--- src/sv/sbpa_pkg.sv ---
// ----------------------------------------------------------------------------
// sbpa_pkg
// Shared types, codes and configuration helpers of the segregated block pool
// allocator.
// ----------------------------------------------------------------------------
package sbpa_pkg;

    // Number of subpools that have fields in the configuration registers.
    localparam int POOLS_CFG = 4;

    localparam logic [15:0] FREE_MARK = 16'hFFFF;

    // Operation codes.
    localparam logic [2:0] OP_RESERVE    = 3'd0;
    localparam logic [2:0] OP_DELETE     = 3'd1;
    localparam logic [2:0] OP_LOOKUP     = 3'd2;
    localparam logic [2:0] OP_CLEAR_ALL  = 3'd3;
    localparam logic [2:0] OP_CLEAR_POOL = 3'd4;

    // Status codes.
    localparam logic [2:0] ST_OK        = 3'd0;
    localparam logic [2:0] ST_ILLEGAL   = 3'd1;
    localparam logic [2:0] ST_NO_DATA   = 3'd2;
    localparam logic [2:0] ST_TOO_LARGE = 3'd3;
    localparam logic [2:0] ST_FULL      = 3'd4;

    // Configuration register indexes.
    localparam logic [1:0] CFG_SUBPOOLS_USED = 2'd0;
    localparam logic [1:0] CFG_ELEMENT_SIZES = 2'd1;
    localparam logic [1:0] CFG_SLOT_COUNTS   = 2'd2;
    localparam logic [1:0] CFG_SPILL_ENABLE  = 2'd3;

    typedef struct packed {
        logic [2:0]  subpools_used;
        logic [63:0] element_sizes;
        logic [19:0] slot_counts;
        logic        spill_enable;
    } cfg_t;

    typedef enum logic [2:0] {
        CMD_RESERVE,
        CMD_DELETE,
        CMD_LOOKUP,
        CMD_CLEAR_ALL,
        CMD_CLEAR_POOL,
        CMD_ILLEGAL
    } cmd_kind_t;

    // Classified command passed from the front end to the back end.
    typedef struct packed {
        cmd_kind_t   kind;
        logic [15:0] req_size;
        logic [1:0]  pool;
        logic [3:0]  slot;
        logic        suppress;
        logic        in_range;
    } cmd_t;

    typedef struct packed {
        logic [2:0]  status;
        logic [1:0]  pool;
        logic [3:0]  slot;
        logic [15:0] size;
        logic        report;
    } result_t;

    typedef enum logic [1:0] {
        BK_IDLE,
        BK_SEARCH,
        BK_READ,
        BK_DONE
    } bk_state_t;

    // Element size of a subpool; subpools without configuration fields have size 0.
    function automatic logic [15:0] pool_elem_size(cfg_t c, logic [3:0] p);
        logic [15:0] sz;
        sz = c.element_sizes[p[1:0]*16 +: 16];
        if (p >= 4'(POOLS_CFG))
        begin
            sz = 16'd0;
        end
        return sz;
    endfunction

    function automatic logic [4:0] pool_slot_raw(cfg_t c, logic [3:0] p);
        logic [4:0] cnt;
        cnt = c.slot_counts[p[1:0]*5 +: 5];
        if (p >= 4'(POOLS_CFG))
        begin
            cnt = 5'd0;
        end
        return cnt;
    endfunction

    function automatic logic [4:0] clamp_count(logic [4:0] raw, logic [8:0] lim);
        return (9'(raw) > lim) ? lim[4:0] : raw;
    endfunction

    function automatic logic [2:0] clamp_used(logic [2:0] raw, logic [4:0] lim);
        return (5'(raw) > lim) ? lim[2:0] : raw;
    endfunction

endpackage

--- src/sv/sbpa_ram.sv ---
// ----------------------------------------------------------------------------
// sbpa_ram
// Generic single-write, single-read RAM with registered read data.
// ----------------------------------------------------------------------------
module sbpa_ram #(
    parameter int WIDTH = 16,
    parameter int DEPTH = 64
) (
    input  logic                                   clk,
    input  logic                                   wr_en,
    input  logic [(DEPTH > 1 ? $clog2(DEPTH) : 1)-1:0] wr_addr,
    input  logic [WIDTH-1:0]                       wr_data,
    input  logic                                   rd_en,
    input  logic [(DEPTH > 1 ? $clog2(DEPTH) : 1)-1:0] rd_addr,
    output logic [WIDTH-1:0]                       rd_data
);

    logic [WIDTH-1:0] mem_reg [DEPTH];
    logic [WIDTH-1:0] rd_data_reg;

    always_ff @(posedge clk)
    begin
        if (wr_en)
        begin
            mem_reg[wr_addr] <= wr_data;
        end
        if (rd_en)
        begin
            rd_data_reg <= mem_reg[rd_addr];
        end
    end

    assign rd_data = rd_data_reg;

endmodule

--- src/sv/sbpa_cmd_fifo.sv ---
// ----------------------------------------------------------------------------
// sbpa_cmd_fifo
// Two-entry command queue between the front end and the back end.
// ----------------------------------------------------------------------------
module sbpa_cmd_fifo
    import sbpa_pkg::*;
(
    input  logic clk,
    input  logic rst_n,
    input  logic push,
    input  cmd_t push_cmd,
    output logic full,
    input  logic pop,
    output cmd_t head,
    output logic empty
);

    cmd_t       entry_reg [2];
    logic       wr_ptr_reg;
    logic       wr_ptr_next;
    logic       rd_ptr_reg;
    logic       rd_ptr_next;
    logic [1:0] count_reg;
    logic [1:0] count_next;

    assign full  = (count_reg == 2'd2);
    assign empty = (count_reg == 2'd0);
    assign head  = entry_reg[rd_ptr_reg];

    always_comb
    begin
        wr_ptr_next = wr_ptr_reg ^ push;
        rd_ptr_next = rd_ptr_reg ^ pop;
        count_next  = count_reg;
        if (push && !pop)
        begin
            count_next = count_reg + 2'd1;
        end
        else if (pop && !push)
        begin
            count_next = count_reg - 2'd1;
        end
    end

    always_ff @(posedge clk or negedge rst_n)
    begin
        if (!rst_n)
        begin
            wr_ptr_reg <= 1'b0;
            rd_ptr_reg <= 1'b0;
            count_reg  <= 2'd0;
        end
        else
        begin
            wr_ptr_reg <= wr_ptr_next;
            rd_ptr_reg <= rd_ptr_next;
            count_reg  <= count_next;
        end
    end

    always_ff @(posedge clk)
    begin
        if (push)
        begin
            entry_reg[wr_ptr_reg] <= push_cmd;
        end
    end

endmodule

--- src/sv/sbpa_front.sv ---
// ----------------------------------------------------------------------------
// sbpa_front
// Front end: accepts request transactions, decodes the operation and checks
// the subpool and slot selection against the configuration.
// ----------------------------------------------------------------------------
module sbpa_front
    import sbpa_pkg::*;
#(
    parameter int SUBPOOLS_MAX = 4,
    parameter int SLOTS_MAX    = 16
) (
    input  logic        in_valid,
    output logic        in_ready,
    input  logic [2:0]  op,
    input  logic [15:0] req_size,
    input  logic [1:0]  pool_sel,
    input  logic [3:0]  slot_sel,
    input  logic        suppress_report,
    input  cfg_t        cfg,
    input  logic        fifo_full,
    output logic        push,
    output cmd_t        cmd
);

    logic [2:0]  used_eff;
    logic [3:0]  psel_ext;
    logic [15:0] esize;
    logic [4:0]  cnt;
    logic        pool_ok;
    logic        slot_ok;

    assign in_ready = !fifo_full;
    assign push     = in_valid && !fifo_full;

    always_comb
    begin
        used_eff = clamp_used(cfg.subpools_used, 5'(SUBPOOLS_MAX));
        psel_ext = {2'b00, pool_sel};
        esize    = pool_elem_size(cfg, psel_ext);
        cnt      = clamp_count(pool_slot_raw(cfg, psel_ext), 9'(SLOTS_MAX));
        pool_ok  = (3'(pool_sel) < used_eff);
        slot_ok  = (5'(slot_sel) < cnt);

        cmd.req_size = req_size;
        cmd.pool     = pool_sel;
        cmd.slot     = slot_sel;
        cmd.suppress = suppress_report;
        cmd.kind     = CMD_ILLEGAL;
        cmd.in_range = 1'b0;
        case (op)
            OP_RESERVE:
            begin
                cmd.kind     = CMD_RESERVE;
                cmd.in_range = 1'b1;
            end
            OP_DELETE:
            begin
                // A subpool with element size zero has no deletable slots.
                cmd.kind     = CMD_DELETE;
                cmd.in_range = pool_ok && (esize != 16'd0) && slot_ok;
            end
            OP_LOOKUP:
            begin
                cmd.kind     = CMD_LOOKUP;
                cmd.in_range = pool_ok && slot_ok;
            end
            OP_CLEAR_ALL:
            begin
                cmd.kind     = CMD_CLEAR_ALL;
                cmd.in_range = 1'b1;
            end
            OP_CLEAR_POOL:
            begin
                cmd.kind     = CMD_CLEAR_POOL;
                cmd.in_range = pool_ok;
            end
            default:
            begin
                cmd.kind     = CMD_ILLEGAL;
                cmd.in_range = 1'b0;
            end
        endcase
    end

endmodule

--- src/sv/sbpa_back.sv ---
// ----------------------------------------------------------------------------
// sbpa_back
// Back end: executes queued commands against the slot occupancy bitmap and
// the stored-size RAM, and holds the result register.
// ----------------------------------------------------------------------------
module sbpa_back
    import sbpa_pkg::*;
#(
    parameter int SUBPOOLS_MAX = 4,
    parameter int SLOTS_MAX    = 16
) (
    input  logic    clk,
    input  logic    rst_n,
    input  cfg_t    cfg,
    input  logic    fifo_empty,
    input  cmd_t    head,
    output logic    pop,
    output logic    out_valid,
    input  logic    out_ready,
    output result_t out_res
);

    localparam int PW    = (SUBPOOLS_MAX > 1) ? $clog2(SUBPOOLS_MAX) : 1;
    localparam int SW    = (SLOTS_MAX > 1) ? $clog2(SLOTS_MAX) : 1;
    localparam int DEPTH = SUBPOOLS_MAX * SLOTS_MAX;
    localparam int AW    = (DEPTH > 1) ? $clog2(DEPTH) : 1;

    bk_state_t                             state_reg;
    bk_state_t                             state_next;
    cmd_t                                  cmd_reg;
    cmd_t                                  cmd_next;
    logic [PW-1:0]                         pool_reg;
    logic [PW-1:0]                         pool_next;
    logic                                  found_reg;
    logic                                  found_next;
    result_t                               res_reg;
    result_t                               res_next;
    logic [SUBPOOLS_MAX-1:0][SLOTS_MAX-1:0] occ_reg;
    logic [SUBPOOLS_MAX-1:0][SLOTS_MAX-1:0] occ_next;
    logic                                  out_valid_reg;
    logic                                  out_valid_next;
    result_t                               out_res_reg;
    result_t                               out_res_next;

    logic [2:0]    used_eff;
    logic          fits;
    logic          fits_any;
    logic [4:0]    cnt_p;
    logic          hit;
    logic [SW-1:0] hit_slot;
    logic [PW-1:0] head_pool;
    logic [SW-1:0] head_slot;
    logic [PW-1:0] cur_pool;
    logic [SW-1:0] cur_slot;

    logic          wr_en;
    logic [AW-1:0] wr_addr;
    logic          rd_en;
    logic [AW-1:0] rd_addr;
    logic [15:0]   rd_data;

    sbpa_ram #(
        .WIDTH (16),
        .DEPTH (DEPTH)
    ) u_ram (
        .clk     (clk),
        .wr_en   (wr_en),
        .wr_addr (wr_addr),
        .wr_data (cmd_reg.req_size),
        .rd_en   (rd_en),
        .rd_addr (rd_addr),
        .rd_data (rd_data)
    );

    assign out_valid = out_valid_reg;
    assign out_res   = out_res_reg;

    // Examination of the subpool under the search pointer.
    always_comb
    begin
        used_eff = clamp_used(cfg.subpools_used, 5'(SUBPOOLS_MAX));
        fits     = (5'(pool_reg) < 5'(used_eff))
                   && (pool_elem_size(cfg, 4'(pool_reg)) >= cmd_reg.req_size)
                   && (cmd_reg.req_size != FREE_MARK);
        cnt_p    = clamp_count(pool_slot_raw(cfg, 4'(pool_reg)), 9'(SLOTS_MAX));
        hit      = 1'b0;
        hit_slot = '0;
        for (int s = SLOTS_MAX - 1; s >= 0; s--)
        begin
            if (!occ_reg[pool_reg][SW'(s)] && (9'(s) < 9'(cnt_p)))
            begin
                hit      = 1'b1;
                hit_slot = SW'(s);
            end
        end
    end

    always_comb
    begin
        head_pool = PW'(head.pool);
        head_slot = SW'(head.slot);
        cur_pool  = PW'(cmd_reg.pool);
        cur_slot  = SW'(cmd_reg.slot);
        fits_any  = found_reg || fits;

        state_next = state_reg;
        cmd_next   = cmd_reg;
        pool_next  = pool_reg;
        found_next = found_reg;
        res_next   = res_reg;
        occ_next   = occ_reg;
        pop        = 1'b0;
        wr_en      = 1'b0;
        wr_addr    = AW'(32'(pool_reg) * SLOTS_MAX + 32'(hit_slot));
        rd_en      = 1'b0;
        rd_addr    = AW'(32'(head_pool) * SLOTS_MAX + 32'(head_slot));

        out_valid_next = out_valid_reg && !out_ready;
        out_res_next   = out_res_reg;

        case (state_reg)
            BK_IDLE:
            begin
                if (!fifo_empty)
                begin
                    pop             = 1'b1;
                    cmd_next        = head;
                    res_next        = '0;
                    res_next.status = ST_OK;
                    state_next      = BK_DONE;
                    case (head.kind)
                        CMD_RESERVE:
                        begin
                            pool_next  = '0;
                            found_next = 1'b0;
                            state_next = BK_SEARCH;
                        end
                        CMD_DELETE:
                        begin
                            if (head.in_range)
                            begin
                                occ_next[head_pool][head_slot] = 1'b0;
                            end
                            else
                            begin
                                res_next.status = ST_ILLEGAL;
                            end
                        end
                        CMD_LOOKUP:
                        begin
                            if (head.in_range)
                            begin
                                rd_en      = 1'b1;
                                state_next = BK_READ;
                            end
                            else
                            begin
                                res_next.status = ST_ILLEGAL;
                            end
                        end
                        CMD_CLEAR_ALL:
                        begin
                            occ_next = '0;
                        end
                        CMD_CLEAR_POOL:
                        begin
                            if (head.in_range)
                            begin
                                occ_next[head_pool] = '0;
                            end
                        end
                        default:
                        begin
                            res_next.status = ST_ILLEGAL;
                        end
                    endcase
                end
            end
            BK_SEARCH:
            begin
                if (fits && found_reg && !cfg.spill_enable)
                begin
                    // A second fitting subpool without spilling ends the search.
                    res_next.status = ST_FULL;
                    res_next.report = !cmd_reg.suppress;
                    state_next      = BK_DONE;
                end
                else if (fits && hit)
                begin
                    wr_en                        = 1'b1;
                    occ_next[pool_reg][hit_slot] = 1'b1;
                    res_next.pool                = 2'(pool_reg);
                    res_next.slot                = 4'(hit_slot);
                    state_next                   = BK_DONE;
                end
                else
                begin
                    found_next = fits_any;
                    if (pool_reg == PW'(SUBPOOLS_MAX - 1))
                    begin
                        res_next.status = fits_any ? ST_FULL : ST_TOO_LARGE;
                        res_next.report = fits_any && !cmd_reg.suppress;
                        state_next      = BK_DONE;
                    end
                    else
                    begin
                        pool_next = pool_reg + PW'(1);
                    end
                end
            end
            BK_READ:
            begin
                if (occ_reg[cur_pool][cur_slot])
                begin
                    res_next.size = rd_data;
                end
                else
                begin
                    res_next.status = ST_NO_DATA;
                end
                state_next = BK_DONE;
            end
            BK_DONE:
            begin
                if (!out_valid_reg || out_ready)
                begin
                    out_valid_next = 1'b1;
                    out_res_next   = res_reg;
                    state_next     = BK_IDLE;
                end
            end
            default:
            begin
                state_next = BK_IDLE;
            end
        endcase
    end

    always_ff @(posedge clk or negedge rst_n)
    begin
        if (!rst_n)
        begin
            state_reg     <= BK_IDLE;
            occ_reg       <= '0;
            out_valid_reg <= 1'b0;
        end
        else
        begin
            state_reg     <= state_next;
            occ_reg       <= occ_next;
            out_valid_reg <= out_valid_next;
        end
    end

    always_ff @(posedge clk)
    begin
        cmd_reg     <= cmd_next;
        pool_reg    <= pool_next;
        found_reg   <= found_next;
        res_reg     <= res_next;
        out_res_reg <= out_res_next;
    end

endmodule

--- src/sv/segregated_block_pool_allocator.sv ---
// ----------------------------------------------------------------------------
// segregated_block_pool_allocator
// Slot allocator over up to SUBPOOLS_MAX subpools of SLOTS_MAX slots each.
// ----------------------------------------------------------------------------
// Each request transaction gives exactly one result transaction, in order.
// Requests enter a two-entry queue; while a result waits at the output the
// back end can still finish one more command, so up to three requests are
// taken before the input stalls. The back end handles one command at a time:
// a reserve passes through one search state per subpool examined (at most
// SUBPOOLS_MAX), since the search visits one subpool's free bitmap per cycle;
// a lookup passes through a read state because of the registered read of the
// stored-size RAM; delete and both clears go from idle to done. Slot occupancy is
// held in flip-flops cleared at reset and by the clear operations, so no
// clearing pass is needed.
// Configuration writes are taken at any time but must only be issued while
// the block is idle.
module segregated_block_pool_allocator
    import sbpa_pkg::*;
#(
    parameter int SUBPOOLS_MAX = 4,
    parameter int SLOTS_MAX    = 16
) (
    input  logic        clk,
    input  logic        rst_n,
    input  logic        cfg_valid,
    output logic        cfg_ready,
    input  logic [1:0]  cfg_index,
    input  logic [63:0] cfg_data,
    input  logic        in_valid,
    output logic        in_ready,
    input  logic [2:0]  op,
    input  logic [15:0] req_size,
    input  logic [1:0]  pool_sel,
    input  logic [3:0]  slot_sel,
    input  logic        suppress_report,
    output logic        out_valid,
    input  logic        out_ready,
    output logic [2:0]  status,
    output logic [1:0]  pool_out,
    output logic [3:0]  slot_out,
    output logic [15:0] size_out,
    output logic        report_full
);

    cfg_t    cfg_reg;
    cfg_t    cfg_next;
    logic    push;
    cmd_t    push_cmd;
    logic    fifo_full;
    logic    fifo_empty;
    logic    pop;
    cmd_t    head;
    result_t out_res;

    assign cfg_ready = 1'b1;

    always_comb
    begin
        cfg_next = cfg_reg;
        if (cfg_valid)
        begin
            case (cfg_index)
                CFG_SUBPOOLS_USED: cfg_next.subpools_used = cfg_data[2:0];
                CFG_ELEMENT_SIZES: cfg_next.element_sizes = cfg_data;
                CFG_SLOT_COUNTS:   cfg_next.slot_counts   = cfg_data[19:0];
                CFG_SPILL_ENABLE:  cfg_next.spill_enable  = cfg_data[0];
                default:           cfg_next = cfg_reg;
            endcase
        end
    end

    always_ff @(posedge clk or negedge rst_n)
    begin
        if (!rst_n)
        begin
            cfg_reg.subpools_used <= 3'd1;
            cfg_reg.element_sizes <= 64'd0;
            cfg_reg.slot_counts   <= 20'd0;
            cfg_reg.spill_enable  <= 1'b0;
        end
        else
        begin
            cfg_reg <= cfg_next;
        end
    end

    sbpa_front #(
        .SUBPOOLS_MAX (SUBPOOLS_MAX),
        .SLOTS_MAX    (SLOTS_MAX)
    ) u_front (
        .in_valid        (in_valid),
        .in_ready        (in_ready),
        .op              (op),
        .req_size        (req_size),
        .pool_sel        (pool_sel),
        .slot_sel        (slot_sel),
        .suppress_report (suppress_report),
        .cfg             (cfg_reg),
        .fifo_full       (fifo_full),
        .push            (push),
        .cmd             (push_cmd)
    );

    sbpa_cmd_fifo u_fifo (
        .clk      (clk),
        .rst_n    (rst_n),
        .push     (push),
        .push_cmd (push_cmd),
        .full     (fifo_full),
        .pop      (pop),
        .head     (head),
        .empty    (fifo_empty)
    );

    sbpa_back #(
        .SUBPOOLS_MAX (SUBPOOLS_MAX),
        .SLOTS_MAX    (SLOTS_MAX)
    ) u_back (
        .clk        (clk),
        .rst_n      (rst_n),
        .cfg        (cfg_reg),
        .fifo_empty (fifo_empty),
        .head       (head),
        .pop        (pop),
        .out_valid  (out_valid),
        .out_ready  (out_ready),
        .out_res    (out_res)
    );

    assign status      = out_res.status;
    assign pool_out    = out_res.pool;
    assign slot_out    = out_res.slot;
    assign size_out    = out_res.size;
    assign report_full = out_res.report;

endmodule

--- config.mk ---
export PLATFORM = sky130hd
export DESIGN_NAME = segregated_block_pool_allocator
export DESIGN_NICKNAME = d
export VERILOG_FILES = /design/src/sv/sbpa_pkg.sv /design/src/sv/sbpa_ram.sv /design/src/sv/sbpa_cmd_fifo.sv /design/src/sv/sbpa_front.sv /design/src/sv/sbpa_back.sv /design/src/sv/segregated_block_pool_allocator.sv
export SDC_FILE = /design/constraint.sdc
export NUM_CORES = 1
export LEC_CHECK = 0
export BUFFER_PORTS_ARGS = -buffer_cell sky130_fd_sc_hd__buf_2
export CAP_MARGIN = 0
export CORE_UTILIZATION = 35
export CTS_CLUSTER_DIAMETER = 60
export CTS_CLUSTER_SIZE = 25
export DETAILED_ROUTE_END_ITERATION = 8
export PLACE_DENSITY_LB_ADDON = 0.25
export SLEW_MARGIN = 25
export SYNTH_ARGS = -nofsm -noshare
export SYNTH_HDL_FRONTEND = slang
export SYNTH_SLANG_ARGS = --single-unit
--- constraint.sdc ---
create_clock -name clk -period 7.4 [get_ports clk]
set_input_delay 0.37 -clock clk [delete_from_list [all_inputs] [get_ports clk]]
set_output_delay 0.37 -clock clk [all_outputs]
set_load 0.02 [all_outputs]
==> summary.txt, run 1 <==
cell mode on critical path: nor2_1
Slowest cell on crit path: edfxtp_1
vias: 22600
FF+latch count, synth: 817
Non-Filler Instances: 4121
Synth cell types: 71
initial antenna violation count: 0
clock power share: 23.0%
maximum VDD drop: 288 uV
layout cells sized above 1: 16.8%
Combinational Power Share: 34.6%
Iter 0 DRT Violations: 2145
Final Cycle Share: 64.3%
post-CTS sizing: 0
critical path class: register to register
Total GRT Usage: 18.8%
die area: 100000 sq um
Worst R2R Setup Slack: 2.64 ns
largest net degree at the start of global routing: 180
endpoints failing hold: 0
CTS sink cnt: 817
Max Cap Viol: 0
critical-path maximum fanout: 17
CTS tree: built
DRC viols: 0
synth warn: 0
routability cong.: 0.908
Hold Path Origin: cfg_data[9]
Fin Clk Skew: 0.0319 ns
Slew HR: 29.3%
sequential fraction of the synthesis area: 68.4%
Via density: 5.48
Diodes inserted: 0
Setup Buffers After CTS: 0
maximum clock rate: 210 MHz
min Tclk post-route: 4.76 ns
core area: 98300 sq um
placed cells: 3938
Initial DRT Pass Iterations: 6
sw frac: 38.9%
post-route cell area: 39600 sq um
final slew viol count: 0
max reg flops: 512
Worst R2R Path Depth: 8
worst r2r src: u_back.pool_reg[1]
top_reg_cell synth: edfxtp_1
CP Launch Type: register
Mapped Nets: 2768
Psw: 5.58 mW
Hold Buf Count CTS: 84
critical path endpoint category: register
setup violators final: 0
Power Density: 362 nW/um^2
mapped cell area: 34700 sq um
Die W: 317 um
clk root buf: clkbuf_16
Least-Margin Pin Slew: 1.06 ns
Clock Latency Late Sink: 0.65 ns
critical path data required time: 7.67 ns
grt ovf: 0
# IOs: 126
Min-Delay Path Depth: 2
clk slew on worst S/H paths: 0.09 ns
global-route wire length before repair: 142 mm
WHS Endpoint: cfg_reg[10]
register share of total power: 42.4%
critical-path cell list: buf_4 -> inv_2 -> mux4_2 -> nor2_1 -> a32oi_1 -> nor2_1 -> or4_1 -> nor2_2
area delta synth->final: 14.0%
Int Power: 8.77 mW
Post-synth EDFFs: 658
Antenna Violating Nets Remaining: 0
setup tns final: 0 ns
Reg-to-Reg End: u_back.u_ram.mem_reg[19][8]
Post-DP Area: 36900 sq um
Total Wirelength: 95.7 mm
Hold Crit Class: input port to register
ys async rst share: 19.5%
Initial Util: 35.3%
average wire per cell in the routed design: 23.2 um
Max Root-Sink Buffers: 3
slowest cell delay on critical path: 0.85 ns
unrepaired setup endpoints after global routing: false
H-tree depth reported by CTS: 2
cts bufs inserted: 52
number of global-route vias before repair: 22300
final net count: 2920
worst path arrival time: 5.02 ns
site row count: 115
DPL Wire Length: 59.8 mm
Mapped Cells: 2639
outcome: completed
Avg Cell Area, Syn: 13.2 sq um
Die Ht: 317 um
port bufs: 123
Leak Pwr: 14.2 nW
cell type report:
class / instances / area (sq um)
Clock buffer: 58 / 1390
Clock inverter: 39 / 483
Fill cell: 9072 / 58700
Inverter: 36 / 145
Multi-Input combinational cell: 1613 / 10200
Sequential cell: 817 / 23700
Tap cell: 1287 / 1610
Timing Repair Buffer: 271 / 1990
cell usage after synthesis (13+ instances only):
library cell    n  area (sq um)
buf_1          27           101
a31oi_1        27           169
mux2_2        108          1220
dfrtp_1       158          3950
edfxtp_1      658         19800
buf_2          19          95.1
and2_1         29           181
a32oi_1        17           149
ha_1           32           400
a21oi_1        27           135
nand3_1       249          1250
nand2_1       588          2210
a311oi_1       82           718
a21boi_0       34           255
and3_1         37           231
nand2b_1       13          81.3
inv_1          33           124
clkbuf_1      120           450
nor4_1         16           100
nor2_1         73           274
nor3_1         13          65.1
a21o_1         17           128
mux4_2         55          1240
o21ai_0        72           360
layer usage:
metal	wire length, um	track usage [%]	share of wire, %	up-vias
met5	0	0	0	-
met4	2690	5.52	2.8	0
met3	5450	2.23	5.7	150
met2	47500	31.9	50	770
met1	40000	25.4	42	11500
li1	-	-	-	10100
kinds of logic after synthesis:
| kind of cell | synth area share (%) |
|---|---|
| adder cells (fa/ha/maj) | 1.15 |
| buffers and inverters | 2.46 |
| AO/OA/AOI/OAI | 7.08 |
| other | 0.0216 |
| flip-flops | 68.4 |
| XOR/XNOR | 0.101 |
| AND/OR/NAND/NOR | 13.5 |
| multiplexers | 7.31 |
power by group through the flow:
stage	Clock, mW	Sequential, mW	Combinational [mW]
after floorplan	0	6.17	3.01
after global placement	0	6.18	4.82
after detailed placement	0	6.19	4.91
after CTS	3.38	6.10	4.96
after global routing	3.52	6.13	5.35
final	3.30	6.08	4.97
worst max path at each step:
stage                       startpoint                            to  slack (ns)  depth (start not counted)
floorplan           u_back.pool_reg[0]   u_back.u_ram.mem_reg[38][0]        2.50                         13
global placement    u_back.pool_reg[0]  u_back.u_ram.mem_reg[21][15]        2.12                          9
detailed placement  u_back.pool_reg[0]   u_back.u_ram.mem_reg[19][6]        2.19                          7
CTS                 u_back.pool_reg[0]   u_back.u_ram.mem_reg[19][8]        2.17                          7
global route        u_back.pool_reg[1]   u_back.u_ram.mem_reg[20][1]        2.44                          9
finish              u_back.pool_reg[1]   u_back.u_ram.mem_reg[19][8]        2.64                          8
critical path: cells and delay by family (launching register included):
kind / cells / cell delay [ns]
buf+inv: 2 / 0.48
simple gates: 4 / 1.93
compound gates: 1 / 0.68
flops: 1 / 0.85
mux: 1 / 0.43
per-stage QoR:
stage	power, mW	utilization, %	setup WS (ns)	hold slack (ns)
final	14.3	40.3	2.64	0.0348
after CTS	14.4	40.3	2.17	0.00409
after detailed placement	11.1	37.5	2.19	0.405
after global placement	11.0	37.4	2.12	0.403
after floorplan	9.18	-	2.50	0.0744
after global routing	15.0	40.3	2.44	0.00986
layout by cell type (no fill, tap or decap), types with 34 or more instances in the layout:
master	n
a21boi_0	34
dlygate4sd3_1	84
clkbuf_16	55
edfxtp_1	658
o21ai_0	72
buf_2	122
mux2_2	108
nor2_1	63
a311oi_1	82
mux4_2	55
nand3_1	249
dfrtp_1	157
buf_4	58
and3_1	36
nand2_1	586
No activity file was read; power rests on OpenSTA's default activity.
==> run 2: changes to the inputs <==
- clock period: 7.4 -> 4.3 ns (I/O delays scaled with it)
==> run 2 against run 1 <==
Net effect:
- core utilization increased by 0.66 points
- count of clock-buffer cells in the layout shrank 1
- worst hold slack better by 0.14 ns
- critical endpoint is now u_back.u_ram.mem_reg[52][13]
- worst setup slack got worse by 2.4 ns
==> summary.txt, run 2 (synthesized netlist as in run 1, its figures left out) <==
final slew viol count: 0 (unchanged)
area delta synth->final: 15.9%
Fin Clk Skew: 0.0535 ns (+0.0216 ns)
commonest non-fill, non-tap cell in the layout: edfxtp_1
Die W: 317 um (unchanged)
crit path from: u_back.pool_reg[0]
routability cong.: 0.902 (-0.65%)
critical path endpoint category: register
Leak Pwr: 14.5 nW (+2.1%)
DPL Wire Length: 66.5 mm (+11%)
Hold Crit Class: input port to async pin
Reg-to-Reg End: u_back.u_ram.mem_reg[52][13]
CTS tree: built
Via density: 5.47 (-0.10%)
Clock Latency Late Sink: 0.67 ns (+0.02 ns)
outcome: completed
Hold Buf Count CTS: 101 (+20%)
endpoints failing hold: 0 (unchanged)
layout cells sized above 1: 18.6% (+1.8 points)
clk root buf: clkbuf_16
Post-DP Area: 37200 sq um (+1.0%)
number of global-route vias before repair: 22800 (+2.4%)
Iter 0 DRT Violations: 2521 (+18%)
sw frac: 39.4% (+0.46 points)
# IOs: 126 (unchanged)
worst path arrival time: 4.35 ns (-0.67 ns)
global-route wire length before repair: 150 mm (+5.6%)
port bufs: 123 (unchanged)
initial antenna violation count: 0 (unchanged)
register share of total power: 40.8% (-1.6 points)
site row count: 115 (unchanged)
Total Wirelength: 103 mm (+8.1%)
Total GRT Usage: 20.4% (+1.6 points)
setup violators final: 0 (unchanged)
Max Cap Viol: 0 (unchanged)
cts bufs inserted: 55 (+5.8%)
Max Root-Sink Buffers: 3 (unchanged)
worst r2r src: u_back.pool_reg[0]
Setup Buffers After CTS: 0 (unchanged)
placed cells: 3976 (+0.96%)
maximum clock rate: 245 MHz (+17%)
Psw: 9.98 mW (+79%)
most frequent cells in the layout: edfxtp_1, nand2_1, nand3_1
critical path class: register to register
critical path data required time: 4.57 ns (-3.10 ns)
min Tclk post-route: 4.08 ns (-0.677 ns)
Die Ht: 317 um (unchanged)
Final Cycle Share: 94.9% (+31 points)
post-CTS sizing: 0 (unchanged)
H-tree depth reported by CTS: 2 (unchanged)
vias: 22900 (+1.3%)
DRC viols: 0 (unchanged)
clock power share: 23.1% (about the same)
maximum VDD drop: 399 uV (+39%)
die area: 100000 sq um (unchanged)
Combinational Power Share: 36.1% (+1.5 points)
CTS sink cnt: 817 (unchanged)
final net count: 2977 (+2.0%)
Slew HR: 29.3% (-0.066 points)
Worst R2R Setup Slack: 0.22 ns (-2.42 ns)
max reg flops: 512 (unchanged)
Least-Margin Pin Slew: 1.04 ns (-0.0186 ns)
CP Launch Type: register
post-route cell area: 40200 sq um (+1.6%)
fillers: 8978 (-1.0%)
Diodes inserted: 0 (unchanged)
critical-path maximum fanout: 26 (+9)
clk slew on worst S/H paths: 0.09 ns (about the same)
Antenna Violating Nets Remaining: 0 (unchanged)
Initial Util: 35.3% (unchanged)
grt ovf: 0 (unchanged)
setup tns final: 0 ns (unchanged)
crit path to: u_back.u_ram.mem_reg[52][13]
Worst R2R Path Depth: 11 (+3)
unrepaired setup endpoints after global routing: false
Initial DRT Pass Iterations: 5 (-1)
largest net degree at the start of global routing: 138 (-23%)
core area: 98300 sq um (unchanged)
Int Power: 15.4 mW (+75%)
Power Density: 630 nW/um^2 (+74%)
average wire per cell in the routed design: 24.8 um (+6.6%)
Non-Filler Instances: 4179 (+1.4%)
[run 2: cell count changes in the layout (fill, tap and decap cells not counted), moves of 2 or more]
cell           before  now
clkbuf_1            3    1
nor2_2             10   30
nor2_4              0    2
clkinv_8            1    8
buf_6               4    2
buf_4              58   94
buf_12              1    6
clkinvlp_4          2    5
nor2_1             63   41
inv_8               8    4
dlygate4sd3_1      84  101
[run 2: how the worst min path moves through the flow]
| stage | startpoint | end | slack (ns) |
|---|---|---|---|
| 4_1_cts | rst_n | cfg_reg[65] | 0.19 |
| 3_5_place_dp | rst_n | cfg_reg[70] | 0.33 |
| 3_3_place_gp | rst_n | cfg_reg[65] | 0.31 |
| 6_report | rst_n | cfg_reg[70] | 0.18 |
| 2_1_floorplan | rst_n | cfg_reg[0] | -0.08 |
| 5_1_grt | rst_n | cfg_reg[70] | 0.22 |
[run 2: power groups by stage]
stage	combinational (mW)	sequential, mW	clock [mW]
after floorplan	5.20	10.6	0
after global placement	8.92	10.5	0
after detailed placement	9.04	10.5	0
after CTS	9.13	10.3	5.95
after global routing	9.80	10.4	6.20
final	9.15	10.3	5.85
[run 2: layout make-up]
class / count / area (sq um) / share of cell area [%]
flip-flops and latches: 817 / 23700 / 59.0
multi-input cells: 1613 / 10300 / 25.6
repair buffers: 325 / 2470 / 6.14
well taps: 1287 / 1610 / 4.00
clock buffers: 57 / 1410 / 3.49
clock inverters: 44 / 586 / 1.45
inverters: 36 / 145 / 0.361
[run 2: stage by stage]
step                hold WS (ns)  power [mW]  worst slack [ns]  utilization (%)
CTS                        0.186        25.4             0.223             40.9
global placement           0.308        19.4             0.328             37.9
detailed placement         0.330        19.6             0.259             37.9
floorplan                -0.0806        15.8            -0.127                -
finish                     0.176        25.3             0.220             41.0
global route               0.222        26.4           0.00850             41.0
[run 2: metal layers]
layer | part of all wire [%] | global-route usage (%)
met1 | 42 | 27.5
met2 | 49 | 34.0
met3 | 6.5 | 2.78
met4 | 3.3 | 6.51
met5 | 0 | 0
[run 2: critical path, stage by stage (launching register included)]
cell and delay [ns]:
edfxtp_1 0.41, buf_12 0.25, mux4_2 0.55, ha_1 0.31
o21ai_0 0.09, a211oi_1 0.25, o211ai_1 0.15, nand3b_1 0.26
nand2_1 0.22, or4_1 0.55, buf_4 0.21, nor2_4 0.41
